==> config.mk <==
export PLATFORM = sky130hd
export DESIGN_NAME = led_matrix_chain_serializer_flat
export DESIGN_NICKNAME = d
export VERILOG_FILES = /design/src/rtl/lmcs_pkg.sv /design/src/rtl/lmcs_in_if.sv /design/src/rtl/lmcs_out_if.sv /design/src/rtl/led_matrix_chain_serializer.sv /design/src/flat_wrapper.sv
export SDC_FILE = /design/constraint.sdc
export NUM_CORES = 1
export LEC_CHECK = 0
export CORE_ASPECT_RATIO = 0.6
export CORE_MARGIN = 2
export CORE_UTILIZATION = 50
export DETAILED_ROUTE_END_ITERATION = 8
export DONT_BUFFER_PORTS = 1
export GPL_ROUTABILITY_DRIVEN = 0
export GPL_TIMING_DRIVEN = 0
export HOLD_SLACK_MARGIN = 0.06
export PLACE_DENSITY = 0.64
export REMOVE_ABC_BUFFERS = 1
export SLEW_MARGIN = 20
export SYNTH_ARGS = -nofsm -noshare
export SYNTH_HDL_FRONTEND = slang
export SYNTH_SLANG_ARGS = --single-unit
==> constraint.sdc <==
create_clock -name clk -period 2.09 [get_ports clk]
set_clock_uncertainty 0.15 [all_clocks]
set_input_delay 0.1045 -clock clk [delete_from_list [all_inputs] [get_ports clk]]
set_output_delay 0.1045 -clock clk [all_outputs]
set_load 0.01 [all_outputs]
==> src/rtl/lmcs_pkg.sv <==
package lmcs_pkg;

  // Default number of drivers in the chain.
  localparam int CHAIN_LEN_DEF = 4;

  // Command codes of the input channel.
  localparam logic [2:0] CMD_BCAST   = 3'd0;
  localparam logic [2:0] CMD_COL_ONE = 3'd1;
  localparam logic [2:0] CMD_COL_ALL = 3'd2;
  localparam logic [2:0] CMD_CLEAR   = 3'd3;
  localparam logic [2:0] CMD_INIT    = 3'd4;

  // Driver register addresses.
  localparam logic [3:0] REG_NOOP         = 4'h0;
  localparam logic [3:0] REG_DECODE       = 4'h9;
  localparam logic [3:0] REG_INTENSITY    = 4'ha;
  localparam logic [3:0] REG_SCAN_LIMIT   = 4'hb;
  localparam logic [3:0] REG_SHUTDOWN     = 4'hc;
  localparam logic [3:0] REG_DISPLAY_TEST = 4'hf;

  // Frame counts less one for the multi-frame commands.
  localparam logic [2:0] CLEAR_FRAMES_M1 = 3'd7;
  localparam logic [2:0] INIT_FRAMES_M1  = 3'd4;

  // Packet geometry: 16 bits on the wire, the low 12 carry address and data.
  localparam int PKT_W = 16;
  localparam int PAY_W = 12;

  typedef enum logic [1:0] {
    ST_IDLE,
    ST_LOAD,
    ST_SHIFT,
    ST_OUT
  } state_t;

  function automatic logic [3:0] init_addr(input logic [2:0] idx);
    logic [3:0] a;
    unique case (idx)
      3'd0:    a = REG_SCAN_LIMIT;
      3'd1:    a = REG_DECODE;
      3'd2:    a = REG_SHUTDOWN;
      3'd3:    a = REG_DISPLAY_TEST;
      3'd4:    a = REG_INTENSITY;
      default: a = REG_NOOP;
    endcase
    return a;
  endfunction

  function automatic logic [7:0] init_data(input logic [2:0] idx);
    logic [7:0] d;
    unique case (idx)
      3'd0:    d = 8'h07;
      3'd1:    d = 8'h00;
      3'd2:    d = 8'h01;
      3'd3:    d = 8'h00;
      3'd4:    d = 8'h0f;
      default: d = 8'h00;
    endcase
    return d;
  endfunction

endpackage

==> src/rtl/lmcs_in_if.sv <==
interface lmcs_in_if;
  logic       valid;
  logic       ready;
  logic [2:0] command;
  logic [3:0] reg_address;
  logic [4:0] column;
  logic [7:0] value;

  modport source (output valid, command, reg_address, column, value, input ready);
  modport sink (input valid, command, reg_address, column, value, output ready);
endinterface

==> src/rtl/lmcs_out_if.sv <==
interface lmcs_out_if;
  logic       valid;
  logic       ready;
  logic [3:0] packet_address;
  logic [7:0] packet_data;
  logic       frame_end;
  logic       last;

  modport source (output valid, packet_address, packet_data, frame_end, last, input ready);
  modport sink (input valid, packet_address, packet_data, frame_end, last, output ready);
endinterface

==> src/rtl/led_matrix_chain_serializer.sv <==
// Turns one command into frames of 16-bit driver packets, one packet per chained
// device, device 0 first. Each packet is built in a transmit shift register and
// moved MSB first, one bit per clock, into the output register, from which it
// is offered to the sink. Broadcast and column commands send one frame, init
// five and clear eight. A new command is taken only after the last packet of
// the previous one has left; command codes above init are taken and dropped
// without any result.
module led_matrix_chain_serializer import lmcs_pkg::*; #(
  parameter int CHAIN_LEN = CHAIN_LEN_DEF
) (
  input  logic              clk,
  input  logic              rst_n,
  lmcs_in_if.sink           in_chan,
  lmcs_out_if.source        out_chan
);

  localparam int DEV_W = (CHAIN_LEN > 1) ? $clog2(CHAIN_LEN) : 1;
  localparam int CMP_W = 3;
  localparam logic [DEV_W-1:0] DEV_LAST = DEV_W'(CHAIN_LEN - 1);

  state_t state_r, state_nxt;

  logic [2:0]       cmd_r, cmd_nxt;
  logic [3:0]       addr_r, addr_nxt;
  logic [4:0]       col_r, col_nxt;
  logic [7:0]       val_r, val_nxt;
  logic [2:0]       frame_r, frame_nxt;
  logic [DEV_W-1:0] dev_r, dev_nxt;
  logic [3:0]       bit_cnt_r, bit_cnt_nxt;
  logic [PKT_W-1:0] tx_sr_r, tx_sr_nxt;
  logic [PAY_W-1:0] rx_sr_r, rx_sr_nxt;

  logic       in_hs, out_hs;
  logic       hit;
  logic [3:0] pkt_addr;
  logic [7:0] pkt_data;
  logic [2:0] frames_m1;
  logic       dev_is_last, frame_is_last;

  assign in_hs  = in_chan.valid && in_chan.ready;
  assign out_hs = out_chan.valid && out_chan.ready;

  assign dev_is_last   = (dev_r == DEV_LAST);
  assign frame_is_last = (frame_r == frames_m1);

  // Packet contents for the current frame and device.
  always_comb begin
    hit = (cmd_r != CMD_COL_ONE) || (CMP_W'(dev_r) == CMP_W'(col_r[4:3]));
    frames_m1 = 3'd0;
    pkt_addr  = REG_NOOP;
    pkt_data  = 8'h00;
    unique case (cmd_r)
      CMD_BCAST: begin
        pkt_addr = addr_r;
        pkt_data = val_r;
      end
      CMD_COL_ONE, CMD_COL_ALL: begin
        pkt_addr = {1'b0, col_r[2:0]} + 4'd1;
        pkt_data = val_r;
      end
      CMD_CLEAR: begin
        frames_m1 = CLEAR_FRAMES_M1;
        pkt_addr  = {1'b0, frame_r} + 4'd1;
        pkt_data  = 8'h00;
      end
      CMD_INIT: begin
        frames_m1 = INIT_FRAMES_M1;
        pkt_addr  = init_addr(frame_r);
        pkt_data  = init_data(frame_r);
      end
      default: begin
        pkt_addr = REG_NOOP;
        pkt_data = 8'h00;
      end
    endcase
    if (!hit) begin
      pkt_addr = REG_NOOP;
      pkt_data = 8'h00;
    end
  end

  // Next state.
  always_comb begin
    state_nxt = state_r;
    unique case (state_r)
      ST_IDLE: begin
        if (in_hs && (in_chan.command <= CMD_INIT)) state_nxt = ST_LOAD;
      end
      ST_LOAD: state_nxt = ST_SHIFT;
      ST_SHIFT: begin
        if (bit_cnt_r == 4'd15) state_nxt = ST_OUT;
      end
      ST_OUT: begin
        if (out_hs) state_nxt = (dev_is_last && frame_is_last) ? ST_IDLE : ST_LOAD;
      end
      default: state_nxt = ST_IDLE;
    endcase
  end

  // Datapath and counters.
  always_comb begin
    cmd_nxt     = cmd_r;
    addr_nxt    = addr_r;
    col_nxt     = col_r;
    val_nxt     = val_r;
    frame_nxt   = frame_r;
    dev_nxt     = dev_r;
    bit_cnt_nxt = bit_cnt_r;
    tx_sr_nxt   = tx_sr_r;
    rx_sr_nxt   = rx_sr_r;
    unique case (state_r)
      ST_IDLE: begin
        if (in_hs) begin
          cmd_nxt   = in_chan.command;
          addr_nxt  = in_chan.reg_address;
          col_nxt   = in_chan.column;
          val_nxt   = in_chan.value;
          frame_nxt = 3'd0;
          dev_nxt   = '0;
        end
      end
      ST_LOAD: begin
        tx_sr_nxt   = {4'h0, pkt_addr, pkt_data};
        bit_cnt_nxt = 4'd0;
      end
      ST_SHIFT: begin
        rx_sr_nxt   = {rx_sr_r[PAY_W-2:0], tx_sr_r[PKT_W-1]};
        tx_sr_nxt   = {tx_sr_r[PKT_W-2:0], 1'b0};
        bit_cnt_nxt = bit_cnt_r + 4'd1;
      end
      ST_OUT: begin
        if (out_hs) begin
          if (dev_is_last) begin
            dev_nxt   = '0;
            frame_nxt = frame_r + 3'd1;
          end else begin
            dev_nxt = dev_r + DEV_W'(1);
          end
        end
      end
      default: ;
    endcase
  end

  // Handshake and result outputs.
  always_comb begin
    in_chan.ready           = (state_r == ST_IDLE);
    out_chan.valid          = (state_r == ST_OUT);
    out_chan.packet_address = rx_sr_r[PAY_W-1:8];
    out_chan.packet_data    = rx_sr_r[7:0];
    out_chan.frame_end      = dev_is_last;
    out_chan.last           = dev_is_last && frame_is_last;
  end

  always_ff @(posedge clk) begin
    if (!rst_n) begin
      state_r   <= ST_IDLE;
      frame_r   <= 3'd0;
      dev_r     <= '0;
      bit_cnt_r <= 4'd0;
      cmd_r     <= CMD_BCAST;
    end else begin
      state_r   <= state_nxt;
      frame_r   <= frame_nxt;
      dev_r     <= dev_nxt;
      bit_cnt_r <= bit_cnt_nxt;
      cmd_r     <= cmd_nxt;
    end
  end

  always_ff @(posedge clk) begin
    addr_r  <= addr_nxt;
    col_r   <= col_nxt;
    val_r   <= val_nxt;
    tx_sr_r <= tx_sr_nxt;
    rx_sr_r <= rx_sr_nxt;
  end

endmodule

==> src/flat_wrapper.sv <==
// flat-port wrapper written by rule: the top's interface ports become plain ports
module led_matrix_chain_serializer_flat import lmcs_pkg::*;
#(
  parameter int CHAIN_LEN = CHAIN_LEN_DEF
)
  (clk, rst_n, in_chan_valid, in_chan_command, in_chan_reg_address, in_chan_column, in_chan_value, in_chan_ready, out_chan_valid, out_chan_packet_address, out_chan_packet_data, out_chan_frame_end, out_chan_last, out_chan_ready);
  lmcs_in_if in_chan_i ();
  lmcs_out_if out_chan_i ();
  input  logic clk;
  input  logic rst_n;
  input wire logic [$bits(in_chan_i.valid)-1:0] in_chan_valid;
  input wire logic [$bits(in_chan_i.command)-1:0] in_chan_command;
  input wire logic [$bits(in_chan_i.reg_address)-1:0] in_chan_reg_address;
  input wire logic [$bits(in_chan_i.column)-1:0] in_chan_column;
  input wire logic [$bits(in_chan_i.value)-1:0] in_chan_value;
  output wire logic [$bits(in_chan_i.ready)-1:0] in_chan_ready;
  output wire logic [$bits(out_chan_i.valid)-1:0] out_chan_valid;
  output wire logic [$bits(out_chan_i.packet_address)-1:0] out_chan_packet_address;
  output wire logic [$bits(out_chan_i.packet_data)-1:0] out_chan_packet_data;
  output wire logic [$bits(out_chan_i.frame_end)-1:0] out_chan_frame_end;
  output wire logic [$bits(out_chan_i.last)-1:0] out_chan_last;
  input wire logic [$bits(out_chan_i.ready)-1:0] out_chan_ready;
  assign in_chan_i.valid = in_chan_valid;
  assign in_chan_i.command = in_chan_command;
  assign in_chan_i.reg_address = in_chan_reg_address;
  assign in_chan_i.column = in_chan_column;
  assign in_chan_i.value = in_chan_value;
  assign in_chan_ready = in_chan_i.ready;
  assign out_chan_valid = out_chan_i.valid;
  assign out_chan_packet_address = out_chan_i.packet_address;
  assign out_chan_packet_data = out_chan_i.packet_data;
  assign out_chan_frame_end = out_chan_i.frame_end;
  assign out_chan_last = out_chan_i.last;
  assign out_chan_i.ready = out_chan_ready;
  led_matrix_chain_serializer #(.CHAIN_LEN(CHAIN_LEN)) u_core (.clk(clk), .rst_n(rst_n), .in_chan(in_chan_i), .out_chan(out_chan_i));
endmodule
## Word-level counts from Yosys, hierarchy flattened

Cells that the tools add are included.

| storage, ports and cells | value |
|---|---|
| bits in registers | 59 |
| input port bits | 24 |
| output and inout port bits | 16 |
| word-level logic and storage cells | 75 |

| cells by class | value |
|---|---|
| add/sub/neg operators | 5 |
| $lt $le $gt $ge | 1 |
| eq/ne operators | 21 |
| muxes and demuxes | 22 |
| reductions and logical operators | 16 |

Operator list:

| kind | number |
|---|---|
| one-hot mux 16 bit (2 select lines) | 1 |
| one-hot mux 4 bit (5 select lines) | 1 |
| one-hot mux 4 bit (4 select lines) | 1 |
| one-hot mux 8 bit (2 select lines) | 1 |
| equality test 3 x 2 -> 1 bit (second input constant) | 4 |
| two-way mux 2 bit | 6 |
| one-hot mux 3 bit (2 select lines) | 2 |
| one-hot mux 4 bit (3 select lines) | 1 |
| two-way mux 3 bit | 3 |
| adder 3 x 1 -> 4 bit (second input constant) | 2 |
| two-way mux 8 bit | 1 |
| inequality test 2 bit (second input constant) | 4 |
| one-hot mux 2 bit (4 select lines) | 1 |
| one-hot mux 4 bit (2 select lines) | 1 |
| equality test 2 bit (second input constant) | 3 |
| equality test 3 x 1 -> 1 bit (second input constant) | 2 |
| equality test 3 bit (second input constant) | 2 |
| logical NOT 3 bit | 2 |
| AND reduction 3 bit | 2 |
| adder 4 x 1 -> 4 bit (second input constant) | 1 |
| equality test 4 bit (second input constant) | 1 |
| logical AND 1 bit | 4 |
| two-way mux 4 bit | 1 |
| one-hot mux 2 bit (2 select lines) | 1 |
| 16 further kinds | 17 |

## Depth between registers and ports, before layout

| logic depth | value |
|---|---|
| word-level depth | 7 |
| depth in mapped cells | 10 |

## Worst setup path before layout

Ideal clock, no wire load.

| timing | value |
|---|---|
| path type | reg-to-reg |
| start | register u_core.cmd_r[1] |
| end | register u_core.tx_sr_r[10], data pin |
| library setup time | 0.152 ns |
| arrival | 1.995 ns |
| required time | 1.788 ns |
| path slack | -0.208 ns |
| stages on the path, launching flop included | 11 |
| period minus slack after synthesis | 2.298 ns |
| cell sequence | dfxtp_1 > buf_6 > nand2_1 > nor2_1 > mux2_2 > ha_1 > xnor2_1 > nand3_1 > o21ai_0 > o32a_1 > o21ai_0 |

| between the ends | value |
|---|---|
| cells in the longest elaborated chain, start to end | 5 |

Ends and longest elaborated chain:

| item | line | source |
|---|---|---|
| from (decl) | led_matrix_chain_serializer.sv:23 | `logic [2:0] cmd_r, cmd_nxt;` |
| from (signal assigned) | led_matrix_chain_serializer.sv:167 | `cmd_r <= cmd_nxt;` |
| equality test 3 x 1 -> 1 bit / equality test 3 x 2 -> 1 bit (equally long branches) | led_matrix_chain_serializer.sv:52 | `unique case (cmd_r)` |
| OR reduction 2 bit | n/a |  |
| one-hot mux 4 bit (4 select lines) | led_matrix_chain_serializer.sv:52 |  |
| two-way mux 4 bit * | led_matrix_chain_serializer.sv:76 | `if (!hit) begin` |
| one-hot mux 16 bit (2 select lines) * | led_matrix_chain_serializer.sv:111 | `unique case (state_r)` |
| net u_core.tx_sr_nxt[10] | led_matrix_chain_serializer.sv:30 | `logic [PKT_W-1:0] tx_sr_r, tx_sr_nxt;` |
| to (signal assigned) | led_matrix_chain_serializer.sv:175 | `tx_sr_r <= tx_sr_nxt;` |
| to (decl) | led_matrix_chain_serializer.sv:30 |  |

Mark *: on every way through the listed nets, which the timed path passes. The rest lies on a longest branch.
A chain may end at the register's enable or synchronous reset.

## Final worst setup path

| timing | value |
|---|---|
| start | register u_core.cmd_r[2] |
| end | register u_core.tx_sr_r[10], data pin |

Same word-level chain as after synthesis.

==> run_results.csv <==
group,metric,value,unit
clock_tree,cts_sinks,59,
placement,place_ws,-0.661,ns
timing,min_period,2.18,ns
logic_synthesis,syn_area,2760,sq um
timing,fmax,458,MHz
logic_synthesis,yosysSeqAreaShare,59.1,%
logic_synthesis,synth.area.mux_share,3.81,%
setup_path,worstSetupEndpointType,"flop",
setup_path,crit_type,"flop to flop",
die,io_pins,40,
clock_tree,cts_tree,"built",
clock_tree,clockBufferDepth,2,
setup_path,cp-start-kind,"flop",
logic_synthesis,ys_warn_count,0,
setup_path,crit_arrival,2.20,ns
min_path,hold_end,"u_core.state_r[0]",
timing,worst_pin_slew,0.498,ns
setup_path,r2r_slack,-0.09,ns
grt,grt_usage,20.6,%
placement,dp.cells,289,
grt,grt_max_degree,38,
logic_synthesis,postSynthAreaPerCell,11.9,sq um
drt,wl_per_cell,18.0,um
drt,drc_errors,0,
logic_synthesis,synth-compound-area-share,12.9,%
outcome,violations,"setup timing",
drt,drt-pass1-iter-count,5,
logic_synthesis,ys.flop_type,"edfxtp_1",
power_and_ir_drop,power_leakage,1.18,nW
die,core,5180,sq um
run,drv_cap,0,
cells_and_area,final_cell_mix,"edfxtp_1, dlygate4sd3_1, nand2_1",
clock_tree,clk_pin_slew,0.06,ns
die,placementRows,20,
logic_synthesis,synth_fa_ha_area_share,4.99,%
drt,viasPerCell,5.64,
clock_tree,cts_buffers,9,
placement,dp_hpwl,3680,um
setup_path,cp_max_fo,17,
min_path,min-delay-start,"in_chan_valid",
cells_and_area,n_antenna_cell,0,
cells_and_area,mostFrequentLayoutCell,"edfxtp_1",
die,initial_core_util,53.3,%
logic_synthesis,syn_inst,232,
cells_and_area,area_growth,20.5,%
grt,gr-total-overflow,0,
cells_and_area,nets,298,
grt,grt_antenna_before_repair,0,
power_and_ir_drop,pwr-share-seq,48.4,%
die,dieHeight,61.5,um
logic_synthesis,synth_top_family_by_area,"simple AND/OR/NAND/NOR gates",
setup_path,worstRegToRegCells,8,
min_path,hold_class,"input port to flop",
drt,drt_iter0_markers,97,
grt,grt_pass1_vias,1835,
logic_synthesis,synth_xor_area_share,1.27,%
clock_tree,htree_levels,3,
timing,hold_viol_final,0,
setup_path,reg2reg_from,"u_core.cmd_r[2]",
power_and_ir_drop,irDropWorstVdd,0.818,mV
outcome,status,"complete, but fails checks",
timing,fin_ws,-0.0947,ns
timing,setup_viol,1,
logic_synthesis,ys_types,44,
cells_and_area,drive_gt1_share,16.0,%
logic_synthesis,synth-async-reset-ratio,0,%
logic_synthesis,synth_seq_cells,59,
grt,grt_pass1_wl,9220,um
power_and_ir_drop,p_sw,0.00121,W
clock_tree,clk_latency,0.32,ns
drt,num_vias,1885,
power_and_ir_drop,swShare,30.9,%
die,die-area,6150,sq um
power_and_ir_drop,p_int,0.00272,W
power_and_ir_drop,comb_power_share,27.5,%
cells_and_area,final_area,3320,sq um
setup_path,reg2reg_to,"u_core.tx_sr_r[10]",
power_and_ir_drop,power_density,1180,nW/um^2
drt,detail-route-antenna-nets,0,
placement,place.port_buffers,0,
clock_tree,root_buffer,"clkbuf_8",
timing,fin_crit_sh,105,%
cells_and_area,finalNonFillerCells,334,
logic_synthesis,synth-edff-count,45,
power_and_ir_drop,p_clk_share,24.1,%
timing,slew_headroom,66.7,%
die,die_w,99.9,um
timing,drv_slew,0,
setup_path,worstPathRequired,2.11,ns
timing,rsz0062_at_grt,"true",
logic_synthesis,synth_simple_gate_area_share,15.1,%
drt,finalWirelength,6020,um
placement,placed_area,2800,sq um
min_path,hold_path_depth,4,
metal layers:
metal  GRT usage, %  vias up  part of all wire [%]
li1               -      908                     -
met1           26.5      908                    45
met2           33.4       65                    47
met3           7.04        4                   8.2
met4           7.24        0                  0.70
met5              0        -                     0
state kept, by name (all words and copies together), names as in the netlist:
register	flops
u_core.addr_r	4
u_core.bit_cnt_r	4
u_core.cmd_r	3
u_core.col_r	5
u_core.dev_r	2
u_core.frame_r	3
u_core.rx_sr_r	12
u_core.state_r	2
u_core.tx_sr_r	16
u_core.val_r	8
worst max-delay path, stage by stage, from the launching register on:
cell     delay [ns]
dfxtp_4        0.41
nor2_4         0.16
mux2_2         0.36
ha_2           0.21
xnor2_1        0.13
nand3_1        0.08
o21ai_0        0.09
o32a_1         0.30
o21ai_1        0.14
power groups by stage:
stage / Sequential [W] / Combinational [W] / Clock [W]
floorplan: 0.00186 / 0.000688 / 0
global placement: 0.00191 / 0.000834 / 0
detailed placement: 0.00193 / 0.000885 / 0
CTS: 0.00190 / 0.00100 / 0.000973
global route: 0.00193 / 0.00117 / 0.00102
finish: 0.00190 / 0.00108 / 0.000948
cell families (layout without fill, tap and decap cells):
family	count (synthesis)	count (layout)
AOI/OAI and AO/OA	51	51
xor gates and xnor gates	4	4
adders and majority gates	11	11
buffers and inverters	18	54
DFF	59	59
muxes	10	10
and+or+nand+nor	79	79
worst max-delay path by stage:
stage,startpoint,end
after global routing,u_core.cmd_r[0],u_core.tx_sr_r[10]
after global placement,u_core.cmd_r[1],u_core.tx_sr_r[10]
after CTS,u_core.cmd_r[1],u_core.tx_sr_r[10]
final,u_core.cmd_r[2],u_core.tx_sr_r[10]
after floorplan,u_core.cmd_r[1],u_core.tx_sr_r[10]
after detailed placement,u_core.cmd_r[1],u_core.tx_sr_r[10]
through the flow:
stage	hold slack (ns)	utilization, %	setup TNS (ns)	power [W]
2_1_floorplan	0.0534	-	-0.360	0.00255
3_3_place_gp	0.0534	54.0	-4.03	0.00275
3_5_place_dp	0.0534	54.1	-3.61	0.00281
4_1_cts	0.0653	63.6	-0.0680	0.00388
5_1_grt	0.0981	64.2	-0.182	0.00412
6_report	0.0848	64.2	-0.0947	0.00393
synth_stat cells (2+ instances only):
library cell / instances / area [sq um]
nor3b_1: 2 / 15.0
a21oi_1: 14 / 70.1
nor2_1: 10 / 37.5
nor2b_1: 12 / 75.1
edfxtp_1: 45 / 1350
dfxtp_1: 14 / 280
mux2i_1: 6 / 60.1
inv_1: 9 / 33.8
a21boi_0: 5 / 37.5
a31oi_1: 2 / 12.5
mux2_2: 4 / 45.0
xor2_1: 3 / 26.3
o21ai_0: 13 / 65.1
a22o_1: 5 / 43.8
a221o_1: 3 / 30.0
and2_1: 5 / 31.3
clkbuf_1: 6 / 22.5
ha_1: 11 / 138
nand2_1: 24 / 90.1
nor3_1: 5 / 25.0
buf_2: 2 / 10.0
nand3_1: 9 / 45.0
nand2b_1: 2 / 12.5
repair_timing:
| item | 4_1_cts | 5_1_grt |
|---|---|---|
| gates cloned | 1 | 0 |
| hold endpoints to repair | 31 | 0 |
| hold buffers | 23 | 0 |
| resized for setup | 19 | 3 |
| pin swaps | 1 | 2 |
| endpoints found under the setup margin | 31 | 13 |
| setup buffers | 3 | 2 |
final cells by class:
| cell class | count | area [sq um] |
|---|---|---|
| clock buffers | 12 | 135 |
| inverters | 9 | 37.5 |
| repair buffers | 28 | 268 |
| well taps | 66 | 82.6 |
| fillers | 399 | 1860 |
| clock inverters | 4 | 41.3 |
| repair inverters | 1 | 7.51 |
| multi-input cells | 155 | 1110 |
| flip-flops and latches | 59 | 1640 |
No activity file was read; power rests on OpenSTA's default activity.
